## src/rtl/pnc_pkg.sv

```systemverilog
package pnc_pkg;

  localparam int SUM_W   = 28;
  localparam int SQ_W    = 40;
  localparam int CNT_W   = 16;
  localparam int ADC_W   = 12;
  localparam int CPP_W   = 12;
  localparam int CH_W    = 11;
  localparam int PL_W    = 2;
  localparam int CMD_W   = 2;
  localparam int THR_W   = 13;

  localparam logic [CMD_W-1:0] CMD_ACC   = 2'd0;
  localparam logic [CMD_W-1:0] CMD_READ  = 2'd1;
  localparam logic [CMD_W-1:0] CMD_CLEAR = 2'd2;
  localparam logic [CMD_W-1:0] CMD_NONE  = 2'd3;

  localparam logic [CNT_W-1:0] COUNT_MAX = 16'hFFFF;

  typedef struct packed {
    logic [CMD_W-1:0] command;
    logic [PL_W-1:0]  plane;
    logic [CH_W-1:0]  channel;
    logic [ADC_W-1:0] adc_value;
  } in_item_t;

  typedef struct packed {
    logic              status;
    logic [ADC_W-1:0]  pedestal;
    logic [ADC_W-1:0]  noise;
    logic [THR_W-1:0]  threshold;
    logic [CNT_W-1:0]  sample_count;
  } out_item_t;

  // classified operation from front to back; address is 17 bits wide max
  typedef struct packed {
    logic [CMD_W-1:0] command;
    logic             bad;
    logic [16:0]      addr;
    logic [ADC_W-1:0] adc_value;
  } op_t;

endpackage

```

## src/rtl/pnc_if.sv

```systemverilog
interface pnc_in_if;
  logic             valid;
  logic             ready;
  pnc_pkg::in_item_t data;
  modport source (output valid, output data, input ready);
  modport sink (input valid, input data, output ready);
endinterface


```

## src/rtl/pnc_front.sv

```systemverilog
module pnc_front #(
  parameter int STORE_DEPTH = 4096,
  parameter int PLANES = 4
) (
  input  logic                    clk,
  input  logic                    rst,
  input  logic                    cfg_we,
  input  logic [pnc_pkg::CPP_W-1:0] cfg_data,
  pnc_in_if.sink                  in_ch,
  output logic                    q_valid,
  input  logic                    q_ready,
  output pnc_pkg::op_t            q_op
);
  logic [pnc_pkg::CPP_W-1:0] cpp;
  logic [16:0] prod;
  logic [17:0] addr_full;
  logic        bad;

  always_ff @(posedge clk) begin
    if (rst) begin
      cpp <= 12'd1280;
    end else if (cfg_we) begin
      cpp <= cfg_data;
    end
  end

  // plane is 2 bits so the product is a small multiply
  assign prod = 17'(in_ch.data.plane) * 17'(cpp);
  assign addr_full = 18'(prod) + 18'(in_ch.data.channel);
  assign bad = (32'(in_ch.data.plane) >= 32'(PLANES)) ||
               (32'(addr_full) >= 32'(STORE_DEPTH));

  // two-entry queue toward the back end
  pnc_pkg::op_t buf0, buf1;
  logic [1:0] fill;
  logic push, pop;

  assign in_ch.ready = (fill != 2'd2);
  assign push = in_ch.valid && in_ch.ready;
  assign pop  = q_valid && q_ready;
  assign q_valid = (fill != 2'd0);
  assign q_op = buf0;

  pnc_pkg::op_t new_op;
  always_comb begin
    new_op.command   = in_ch.data.command;
    new_op.bad       = bad;
    new_op.addr      = addr_full[16:0];
    new_op.adc_value = in_ch.data.adc_value;
  end

  always_ff @(posedge clk) begin
    if (rst) begin
      fill <= 2'd0;
    end else begin
      fill <= fill + 2'(push) - 2'(pop);
    end
    case ({push, pop})
      2'b10: begin
        if (fill == 2'd0) buf0 <= new_op;
        else buf1 <= new_op;
      end
      2'b01: buf0 <= buf1;
      2'b11: begin
        if (fill == 2'd1) buf0 <= new_op;
        else begin
          buf0 <= buf1;
          buf1 <= new_op;
        end
      end
      default: ;
    endcase
  end
endmodule

```

## src/flat_wrapper.sv

```systemverilog
// flat-port wrapper written by rule: the top's interface ports become plain ports
module pnc_front_flat 
#(
  parameter int STORE_DEPTH = 4096,
  parameter int PLANES = 4
)
  (clk, rst, cfg_we, cfg_data, q_valid, q_ready, q_op, in_ch_valid, in_ch_data, in_ch_ready);
  pnc_in_if in_ch_i ();
  input  logic clk;
  input  logic rst;
  input  logic cfg_we;
  input  logic [pnc_pkg::CPP_W-1:0] cfg_data;
  output logic q_valid;
  input  logic q_ready;
  output pnc_pkg::op_t q_op;
  input wire logic [$bits(in_ch_i.valid)-1:0] in_ch_valid;
  input wire logic [$bits(in_ch_i.data)-1:0] in_ch_data;
  output wire logic [$bits(in_ch_i.ready)-1:0] in_ch_ready;
  assign in_ch_i.valid = in_ch_valid;
  assign in_ch_i.data = in_ch_data;
  assign in_ch_ready = in_ch_i.ready;
  pnc_front #(.STORE_DEPTH(STORE_DEPTH), .PLANES(PLANES)) u_core (.clk(clk), .rst(rst), .cfg_we(cfg_we), .cfg_data(cfg_data), .in_ch(in_ch_i), .q_valid(q_valid), .q_ready(q_ready), .q_op(q_op));
endmodule
```

## config.mk

```make
export PLATFORM = sky130hd
export DESIGN_NAME = pnc_front_flat
export DESIGN_NICKNAME = d
export VERILOG_FILES = /design/src/rtl/pnc_pkg.sv /design/src/rtl/pnc_if.sv /design/src/rtl/pnc_front.sv /design/src/flat_wrapper.sv
export SDC_FILE = /design/constraint.sdc
export NUM_CORES = 1
export LEC_CHECK = 0
export ABC_AREA = 1
export BUFFER_PORTS_ARGS = -buffer_cell sky130_fd_sc_hd__buf_2
export CORE_UTILIZATION = 36
export CTS_BUF_LIST = sky130_fd_sc_hd__clkbuf_8
export CTS_CLUSTER_DIAMETER = 60
export DETAILED_ROUTE_END_ITERATION = 8
export GPL_ROUTABILITY_DRIVEN = 0
export GPL_TIMING_DRIVEN = 0
export SYNTH_ARGS = -nofsm -noshare
export SYNTH_HDL_FRONTEND = slang
export SYNTH_SLANG_ARGS = --single-unit
export TNS_END_PERCENT = 20
```

## constraint.sdc

```tcl
create_clock -name clk -period 3.5 [get_ports clk]
set_input_delay 0.175 -clock clk [delete_from_list [all_inputs] [get_ports clk]]
set_output_delay 0.175 -clock clk [all_outputs]
set_load 0.02 [all_outputs]
```

Word level (Yosys, flattened, before mapping)
Cells that the tools add are included.
{ "op_classes": {"addsub": 3, "mul": 1, "magnitude_cmp": 1, "eq_ne": 8, "n_mux": 6, "n_reduce_logical": 8} }
{ "op_table": {"columns": ["cell", "n"], "rows": [
  ["$mux 32", 4],
  ["$pmux 32 s3", 1],
  ["$pmux 32 s2", 1],
  ["$ge 18x13->1 const B", 1],
  ["$add 14x11->15", 1],
  ["$mul 2x12->14", 1],
  ["$ne 2x2->1 const B", 3],
  ["$eq 2x1->1 const B", 2],
  ["$eq 2x2->1 const B", 2],
  ["$reduce_bool 2->1", 2],
  ["$reduce_and 3->1", 1],
  ["$reduce_bool 3->1", 1],
  ["$add 2x1->2", 1],
  ["$logic_and 1x1->1", 2],
  ["$logic_not 2->1", 1],
  ["$ne 2x1->1 const B", 1],
  ["$reduce_and 2->1", 1],
  ["$sub 2x1->2", 1]
]} }
{ "totals": {"reg_bits": 78, "input_bits": 44, "out_inout_bits": 34} }

Longest topological paths before layout
Gate-level depths: netlist (run 1).
{ "depth": {"ltp_word": 5, "mapped_depth": 17} }

Least setup slack after synthesis (run 1)
No wires, ideal clock.
{ "synth_timing": {"kind": "register -> register", "from": "register u_core.fill[1]", "to": "register u_core.buf0 (netlist bit u_core.q_op[0]) (enable)", "setup_ps": 455, "arrival_ps": 2845, "slack_ps": 200, "path_stages_with_launch": 4, "path_buffers": 0, "synth_period_minus_slack_ps": 3300, "path_cell_list": "dfxtp_1 -> nor2_1 -> inv_1 -> o21ai_0"} }
{ "synth_between": {"elab_chain_cells": 5} }
{ "synth_rtl": {"columns": ["item", "line", "text"], "rows": [
  ["start, declared", "pnc_front.sv:35", "logic [1:0] fill;"],
  ["start signal, assigned", "pnc_front.sv:56", "fill <= fill + 2'(push) - 2'(pop);"],
  ["$reduce_bool 2->1 *", "pnc_front.sv:41", "assign q_valid = (fill != 2'd0);"],
  ["named net q_valid", "flat_wrapper.sv:13", "output logic q_valid;"],
  ["$logic_and 1x1->1 *", "pnc_front.sv:40", "assign pop = q_valid && q_ready;"],
  ["$eq 2x2->1 or $eq 2x1->1 (tied branches)", "pnc_front.sv:58", "case ({push, pop})"],
  ["$ne 2x1->1 (no line) or $reduce_bool 3->1 (tied branches)", null, null],
  ["$reduce_and 2->1 (no line) *", null, null],
  ["end signal, assigned", "pnc_front.sv:60", "if (fill == 2'd0) buf0 <= new_op;"],
  ["end signal, assigned", "pnc_front.sv:63", "2'b01: buf0 <= buf1;"],
  ["end signal, assigned", "pnc_front.sv:65", "if (fill == 2'd1) buf0 <= new_op;"],
  ["end, declared", "pnc_front.sv:34", "pnc_pkg::op_t buf0, buf1;"]
]} }
Mark *: on every way through the listed nets, which the timed path passes. The rest lies on a longest branch.
A chain may end at the register's enable or synchronous reset.

Worst setup path in the final report (run 1)
{ "layout_timing": {"from": "register u_core.cpp[0] (netlist name)", "to": "register u_core.buf0 (netlist bit u_core.q_op[21]) (data pin)"} }
{ "layout_between": {"elab_chain_cells": 4} }
{ "layout_rtl": {"columns": ["item", "line", "text"], "rows": [
  ["start, declared", "pnc_front.sv:14", "logic [pnc_pkg::CPP_W-1:0] cpp;"],
  ["start signal, assigned", "pnc_front.sv:23", "cpp <= cfg_data;"],
  ["$mul 2x12->14 *", "pnc_front.sv:28", "assign prod = 17'(in_ch.data.plane) * 17'(cpp);"],
  ["$add 14x11->15 *", "pnc_front.sv:29", "assign addr_full = 18'(prod) + 18'(in_ch.data.channel);"],
  ["named net u_core.addr_full[9]", "pnc_front.sv:16", "logic [17:0] addr_full;"],
  ["$mux 32 (on tied branches)", "pnc_front.sv:65, pnc_front.sv:60", null],
  ["$pmux 32 s3 *", "pnc_front.sv:58", null],
  ["end signal, assigned", "pnc_front.sv:60", null],
  ["end signal, assigned", "pnc_front.sv:65", null],
  ["end signal, assigned", "pnc_front.sv:67", "buf0 <= buf1;"]
]} }
Mark *: on every way through the listed nets, which the timed path passes. The rest lies on a longest branch. The select of a mux whose other input is x is not followed.

==> run summary, run 1 <==
postcts setup bufs = 0
clock sink count = 72
DR vias/cell = 4.36
leakage power = 0.00242 uW
Post-Syn Instances = 442
iteration-0 DRC count of the detailed router = 106
RSZ-0062 raised after global routing = no
Seq/Total Area, Yosys = 0.519
starting density of the core = 0.374
Worst-Skew Late Latency = 360 ps
IO Port Bufs = 74
ys flop type = edfxtp_1
compound-cell area share of the yosys netlist = 0.0456
Initial DRT Pass Iterations = 6
Seq cells post-synth = 72
initial antenna violation count = 0
vias in the first global route = 2,859
simple-gate share of the synthesized area = 0.224
largest family of logic cells by synthesized area = simple AND/OR/NAND/NOR gates
GRT Total Usage = 0.145
routed via count = 2,963
Cell Area, Synth = 3890 um2
Fmax = 374 MHz
most frequent cells in the layout = 160 x nand2_1, 75 x buf_2, 69 x inv_1
max-cap violations = 0
adder-cell share of the synthesized area = 0.108
Layout Utilization = 0.459
fin. max-slew vios = 0
clk slew on worst S/H paths = 90 ps
wire length per cell = 11.1 um
GR Overflow Total = 0
Hold/Removal Path Class = in -> reg
most common cell after layout, fill and taps aside = nand2_1
Crit Path Max Fanout = 4
cts bufs inserted = 9
Ports = 78
drt total wl = 7530 um
num rows = 37
DP HPWL = 5660 um
Critical Path RT = 3730 ps
post-route cell area = 4780 um2
fin crit share = 0.765
Die Y = 106 um
Residual DRC = 0
Worst setup SP type = flip-flop
Syn Area/Cell = 8.81 um2
core area = 10,400 um2
final setup fails = 0
CTS Root Cell = clkbuf_8
minimum clock period = 2680 ps
Antenna diodes = 0
first-pass GRT wire length = 12,700 um
run status = finished, final reports clean
worst vdd ir = 0.315 mV
power per cell area = 665 nW/um2
cts repair resizes = 0
die area = 11,200 um2
Crit. End Element = flip-flop
multiplexer share of the synthesized area = 0
WHS = 19.0 ps
dpl cell area = 4480 um2
crit path DAT = 2910 ps
Routed Antenna Nets = 0
Hold Buf Count CTS = 5
Area Overhead vs Synth = 22.9%
pre-CTS WS = 570 ps
library cells used by synthesis = 27
normalized max-slew margin = 0.397
number of synthesized flops with an enable pin = 58
worst slew pin tran = 903 ps
CTS tree = done
Final Skew = 10.1 ps
type of the worst setup path = reg -> reg
post-synthesis xor/xnor area fraction = 0.0157
largest net degree at the start of global routing = 18
Post-synth ARST share = 0
Nets = 610
share of layout cells above drive strength 1 = 0.197
Synthesis Warnings = 0
chip width = 106 um
CTS Buffer Depth = 2
CTS H-tree depth = 3
setup ws final = 823 ps
total negative slack = 0 ps
Fin. Hold Viols = 0
registers in the layout (all words and copies together) (netlist names):
name         cells
u_core.cpp      12
u_core.buf1     29
u_core.q_op     29
u_core.fill      2
area by class of cell:
| type | instances | area [um2] |
|---|---|---|
| sequential | 72 | 2020 |
| tap | 136 | 170 |
| timing repair buffer | 84 | 480 |
| multi-input combinational | 289 | 1550 |
| inverter | 71 | 267 |
| buffer | 12 | 68.8 |
| clock inverter | 7 | 103 |
| clock buffer | 9 | 124 |
| fill | 1033 | 5630 |
stage by stage:
step | total power [uW] | std cells
3_5_place_dp | 2440 | 656
4_1_cts | 3210 | 677
5_1_grt | 3390 | 680
3_3_place_gp | 2400 | 654
6_report | 3180 | 680
2_1_floorplan | 2090 | 444
layer usage:
layer / share of wire / up-vias / track usage
li1: - / 1573 / -
met1: 0.49 / 1306 / 0.184
met2: 0.45 / 71 / 0.232
met3: 0.044 / 13 / 0.0319
met4: 0.020 / 0 / 0.0714
met5: 0 / - / 0
logic make-up (layout without fill, tap and decap cells):
logic type / count (synthesis) / count (layout)
XOR/XNOR: 7 / 7
buffers and inverters: 83 / 183
AND/OR/NAND/NOR: 220 / 220
adder cells (fa/ha/maj): 27 / 27
AO/OA/AOI/OAI: 32 / 32
flip-flops: 72 / 72
other: 1 / 3
Yosys cell counts, drive strengths merged, types with 5 or more instances:
master  instances  area share
inv            71       0.068
buf             7       0.013
nand3          14       0.018
fa             11       0.057
dfxtp          14       0.072
ha             16       0.051
nor2           39       0.040
o21ai          19       0.027
nand2         160        0.15
clkbuf          5      0.0048
a21oi          10       0.013
edfxtp         58        0.45
xor2            5       0.011
worst max-delay path, cell delays in order (launching register included):
cell and delay [ps]:
dfxtp_1 330, nand2_1 60, inv_1 60, fa_1 500, ha_1 170, inv_1 60
fa_1 390, nand3b_1 170, nand2_1 160, nand2_1 70, nand3_1 110, xor2_1 270
o21ai_0 130, nand2_1 70
power by group:
part | internal (uW) | leakage, uW | switching (uW) | total, uW
registers | 1240 | 0.000665 | 67.9 | 1310
logic | 360 | 0.00164 | 744 | 1100
clock network | 411 | 0.000116 | 357 | 769
total | 2010 | 0.00242 | 1170 | 3180
final timing paths:
kind / startpoint / cells after the start / to / slack [ps]
setup / recovery: u_core.cpp[0] / 13 / u_core.q_op[21] / 820
hold / removal: in_ch_data[3] / 1 / u_core.buf1[3] / 20
setup reg to reg: u_core.cpp[0] / 13 / u_core.q_op[21] / 820
hold reg to reg: u_core.cpp[10] / 2 / u_core.cpp[10] / 490
No activity file was read; power rests on OpenSTA's default activity.
==> run 2, diff against run 1 <==
- ABC_AREA: 1 -> 0
- clock period: 3.5 -> 2.2 ns (I/O delays scaled with it)
==> run 2 against run 1 <==
Compared with the run above:
- the run now ends with setup timing left
- maximum frequency fell by 5.9%
- cell count shrank 13%
- non-clock buffer count grew 25
- synthesized cell count decreased by 24%
- highest routed layer unchanged
==> run summary, run 2 <==
starting density of the core = 0.375
Nets = 526
crit path DAT = 2950 ps
switch share = 0.361
library cells used by synthesis = 43
fin. max-slew vios = 0
first-pass GRT wire length = 12,100 um
clock sink count = 72
setup ws final = -646 ps
max-cap violations = 0
core area = 9910 um2
chip width = 104 um
routed via count = 2,623
Hold/Removal Path Class = in -> reg
Seq cells post-synth = 72
most common cell after layout, fill and taps aside = nand2_1
Fmax = 351 MHz
die area = 10,700 um2
Worst setup SP type = flip-flop
CTS tree = done
type of the worst setup path = reg -> reg
Synthesis Warnings = 0
R2R cell count = 11
worst slew pin tran = 911 ps
final setup fails = 19
vias in the first global route = 2,605
CP Cell Sequence = and2_4 > fa_1 > ha_2 > inv_2 > fa_2 > nor2b_4 > o31a_1 > o41ai_4 > o21ai_2 > xnor2_2 > mux2_4
cts bufs inserted = 9
drt total wl = 7420 um
clk slew on worst S/H paths = 80 ps
Antenna diodes = 0
hold wc startpoint = cfg_data[1]
synth top area cells = edfxtp_1 47%, nand2_1 8.3%, dfxtp_1 7.5%
iteration-0 DRC count of the detailed router = 103
num rows = 36
Hold Crit Depth = 3
Sw Pwr = 1680 uW
fin crit share = 1.29
Area Overhead vs Synth = 34.0%
GRT Total Usage = 0.142
Residual DRC = 0
Fin. Hold Viols = 0
Seq/Total Area, Yosys = 0.544
Clk network pwr share = 0.198
Ports = 78
reg2reg end = u_core.q_op[23]
ys flop type = edfxtp_1
CTS H-tree depth = 3
GR Overflow Total = 0
Final Skew = 8.45 ps
worst vdd ir = 0.359 mV
DP HPWL = 5140 um
largest net degree at the start of global routing = 30
power per cell area = 933 nW/um2
CTS Buffer Depth = 2
CP bufs+invs = 1
Routed Antenna Nets = 0
Reg2Reg Setup Slack = -650 ps
Power Total = 4650 uW
Die Y = 104 um
wire length per cell = 12.5 um
Largest stage delay, worst path = 460 ps
Initial DRT Pass Iterations = 4
CTS Root Cell = clkbuf_8
Logic pwr share = 0.369
minimum clock period = 2850 ps
Yosys top cell by area = edfxtp_1
Syn Area/Cell = 11.1 um2
number of synthesized flops with an enable pin = 58
fillers = 937
R2R Path Start = u_core.cpp[0]
DR vias/cell = 4.42
P_int = 2970 uW
Seq pwr share = 0.433
post-synth top area share = 0.469
WHS = 23.2 ps
share of layout cells above drive strength 1 = 0.326
Cell Area, Synth = 3720 um2
Worst-Skew Late Latency = 350 ps
most common cell in the synthesized netlist = nand2_1
CP max-delay cell = fa_1
Hold EP = u_core.cpp[1]
run status = finished, violations left
Post-Syn Instances = 334
cell family with most CP delay = adder cells
IO Port Bufs = 73
Critical Path RT = 2300 ps
failing checks = setup timing
Synth top cells by count = 82 x nand2_1, 58 x edfxtp_1, 26 x inv_1
Crit Path Max Fanout = 4
initial antenna violation count = 0
Post-synth ARST share = 0
Crit. End Element = flip-flop
normalized max-slew margin = 0.390
leakage power = 0.00218 uW
RSZ-0062 raised after global routing = yes
most frequent cells in the layout = 82 x nand2_1, 73 x buf_2, 58 x edfxtp_1
Levels on crit path = 11
[run 2: changes by cell type in the layout (fill, tap and decap cells not counted), sizes merged, moves of 13 or more]
cell	before	now
and2	2	17
dlygate4sd3	8	24
inv	74	28
nand2	160	82
nor2	39	21
o21ai	19	6
[run 2: through the flow]
step,cells,cell area [um2],worst slack (ps),setup TNS [ps],utilization
CTS,587,4800,-655,-7970,0.485
floorplan,336,3740,-556,-7870,-
global route,593,4980,-772,-10230,0.503
global placement,542,4280,-939,-35550,0.432
detailed placement,543,4320,-995,-11810,0.435
finish,593,4980,-646,-7610,0.503
[run 2: cells by family after synthesis]
family          Yosys count  synth area share
compound gates           38            0.0771
other cells               1           0.00101
mux                      13            0.0360
buf+inv                  39            0.0424
simple gates            134             0.161
flops                    72             0.544
fa+ha+maj                27             0.113
xor+xnor                 10            0.0256
[run 2: worst max path at each step]
stage,end,start,slack [ps]
2_1_floorplan,u_core.q_op[23],u_core.cpp[0],-560
3_3_place_gp,u_core.q_op[29],in_ch_data[24],-940
3_5_place_dp,u_core.q_op[29],in_ch_data[24],-1000
4_1_cts,u_core.q_op[29],u_core.cpp[4],-650
5_1_grt,u_core.q_op[29],u_core.cpp[0],-770
6_report,u_core.q_op[23],u_core.cpp[0],-650
[run 2: power by group through the flow]
stage | logic [uW] | clock network, uW | registers, uW
after floorplan | 812 | 0 | 2320
after CTS | 1660 | 963 | 2010
after global routing | 1890 | 1020 | 2040
final | 1710 | 919 | 2010
after global placement | 1530 | 0 | 2050
after detailed placement | 1590 | 0 | 2050
[run 2: repair_timing]
item                                    in CTS  in global routing
endpoints found under the setup margin      20                 22
hold buffers                                24                  0
resized for setup                           11                 27
pin swaps                                    2                 13
buffers inserted                             4                  6
endpoints found under the hold margin       23                  0
[run 2: layer usage]
| metal | track usage | routed length, um |
|---|---|---|
| met1 | 0.182 | 3490 |
| met4 | 0.0373 | 94 |
| met2 | 0.231 | 3460 |
| met5 | 0 | 0 |
| met3 | 0.0466 | 383 |
[run 2: worst register-to-register path, delay by kind of cell, from the launching register on]
kind                     cells  cell delay, ps
buffers and inverters        1              50
XOR/XNOR                     1             150
multiplexers                 1             260
adder cells (fa/ha/maj)      3             890
flip-flops                   1             320
AND/OR/NAND/NOR              2             180
AO/OA/AOI/OAI                3             750
[run 2: area by class of cell]
| cell class | instances | area [um2] | share of cell area |
|---|---|---|---|
| flip-flops and latches | 72 | 2030 | 0.407 |
| multi-input cells | 225 | 1750 | 0.352 |
| repair buffers | 108 | 701 | 0.141 |
| well taps | 133 | 166 | 0.0334 |
| clock buffers | 9 | 124 | 0.0249 |
| inverters | 26 | 97.6 | 0.0196 |
| plain buffers | 13 | 62.6 | 0.0126 |
| clock inverters | 7 | 48.8 | 0.00980 |
==> run 3, diff against run 2 <==
- PLACE_DENSITY: not set -> 0.58
==> run 3 against run 2 <==
Compared with the run above:
- the flow still finishes with violations (setup timing)
- design area shrank 2.5%
- die area is the same
- hold slack lost 2.1 ps
- combinational power shrank 3%
- cell count shrank 0.67%
- sequential cell count is the same
- non-clock buffer count shrank 4
- clock skew shrank 3.8 ps
- sequential power is essentially flat
- routed wire length shrank 6.7%
- largest power group unchanged
- sequential share of layout area grew 1.0 points
==> run summary, run 3 (same netlist as run 2, synthesis figures left out) <==
Worst setup SP type = flip-flop
minimum clock period = 2820 ps
Area Overhead vs Synth = 30.6%
drt total wl = 6930 um
CTS Buffer Depth = 2
met3 routed WL = 330 um
CTS tree = done
cell family with most CP delay = adder cells
total negative slack = -7210 ps
met2 WL post-DR = 3170 um
DP HPWL = 5160 um
most common cell after layout, fill and taps aside = nand2_1
Reg2Reg Setup Slack = -620 ps
CTS Root Cell = clkbuf_8
FF+latch area = 2030 um2
vias in the first global route = 2,659
Initial DRT Pass Iterations = 4
setup ws final = -620 ps
share of layout cells above drive strength 1 = 0.296
Worst-Skew Late Latency = 340 ps
leakage power = 0.00216 uW
clock sink count = 72
wire length per cell = 11.8 um
Largest stage delay, worst path = 470 ps
starting density of the core = 0.375
Die Y = 104 um
fin. max-slew vios = 0
Nets = 522
dpl cell area = 4300 um2
CP max-delay cell = fa_1
die area = 10,700 um2
core area = 9910 um2
Top Layer Used = met4
failing checks = setup timing
Routed Antenna Nets = 0
first-pass GRT wire length = 12,000 um
Antenna diodes = 0
cts bufs inserted = 9
most frequent cells in the layout = 82 x nand2_1, 73 x buf_2, 58 x edfxtp_1
fillers = 952
routed via count = 2,604
final setup fails = 19
Critical Path RT = 2300 ps
RSZ-0062 raised after global routing = yes
worst slew pin tran = 956 ps
Layout Utilization = 0.490
Residual DRC = 0
CP Cell Sequence = and2_4 > fa_1 > ha_2 > inv_2 > fa_2 > nor2b_4 > o31a_1 > o41ai_4 > o21ai_2 > xnor2_2 > mux2_4
iteration-0 DRC count of the detailed router = 87
fin crit share = 1.28
IO Port Bufs = 73
Ports = 78
Crit. End Element = flip-flop
post-route cell area = 4850 um2
Hold/Removal Path Class = in -> reg
initial antenna violation count = 0
clk slew on worst S/H paths = 80 ps
crit path DAT = 2920 ps
Final Skew = 4.64 ps
DR vias/cell = 4.42
CP bufs+invs = 1
chip width = 104 um
largest net degree at the start of global routing = 30
Multi-input gate area = 1650 um2
wl on met1 = 3360 um
normalized max-slew margin = 0.361
Fmax = 355 MHz
worst vdd ir = 0.338 mV
max-cap violations = 0
Crit Path Max Fanout = 4
GR Overflow Total = 0
num rows = 36
CTS H-tree depth = 3
Fin. Hold Viols = 0
Power Total = 4630 uW
power per cell area = 954 nW/um2
GRT Total Usage = 0.139
type of the worst setup path = reg -> reg
run status = finished, violations left
[run 3: timing repair]
action,4_1_cts,5_1_grt
setup buffers,4,1
pin swaps,3,6
endpoints found under the hold margin,25,0
hold buffers,25,0
resized for setup,11,10
endpoints found under the setup margin,20,23
[run 3: where the power goes]
group          switching, uW  internal, uW  leakage, uW  total [uW]
sequential              80.2          1930     0.000663        2010
clock                    529           428    0.0000877         957
combinational           1060           607      0.00141        1660
total                   1670          2970      0.00216        4630
[run 3: final timing paths]
kind         cells past startpoint         endpoint     startpoint
max reg2reg                     11  u_core.q_op[23]  u_core.cpp[0]
min reg2reg                      2    u_core.cpp[9]  u_core.cpp[9]
min                              3    u_core.cpp[1]    cfg_data[1]
max                             11  u_core.q_op[23]  u_core.cpp[0]
[run 3: layout make-up]
| cell class | count | area share |
|---|---|---|
| well taps | 133 | 0.0343 |
| multi-input cells | 225 | 0.340 |
| repair buffers | 104 | 0.138 |
| inverters | 26 | 0.0201 |
| clock inverters | 7 | 0.0121 |
| clock buffers | 9 | 0.0255 |
| plain buffers | 13 | 0.0129 |
| flip-flops and latches | 72 | 0.418 |
[run 3: worst register-to-register path, stage by stage (launching register included)]
cell,delay (ps)
dfxtp_2,320
and2_4,130
fa_1,470
ha_2,210
inv_2,50
fa_2,220
nor2b_4,50
o31a_1,300
o41ai_4,320
o21ai_2,110
xnor2_2,150
mux2_4,260
[run 3: per-stage QoR]
step	instances	setup WS, ps	hold WS (ps)
floorplan	336	-556	182
global placement	542	-931	304
detailed placement	543	-988	307
CTS	588	-677	9.43
global route	589	-754	4.58
finish	589	-620	21.1
[run 3: routing by layer]
layer,vias up,track usage
li1,1354,-
met1,1178,0.173
met2,67,0.234
met3,5,0.0434
met4,0,0.0373
met5,-,0
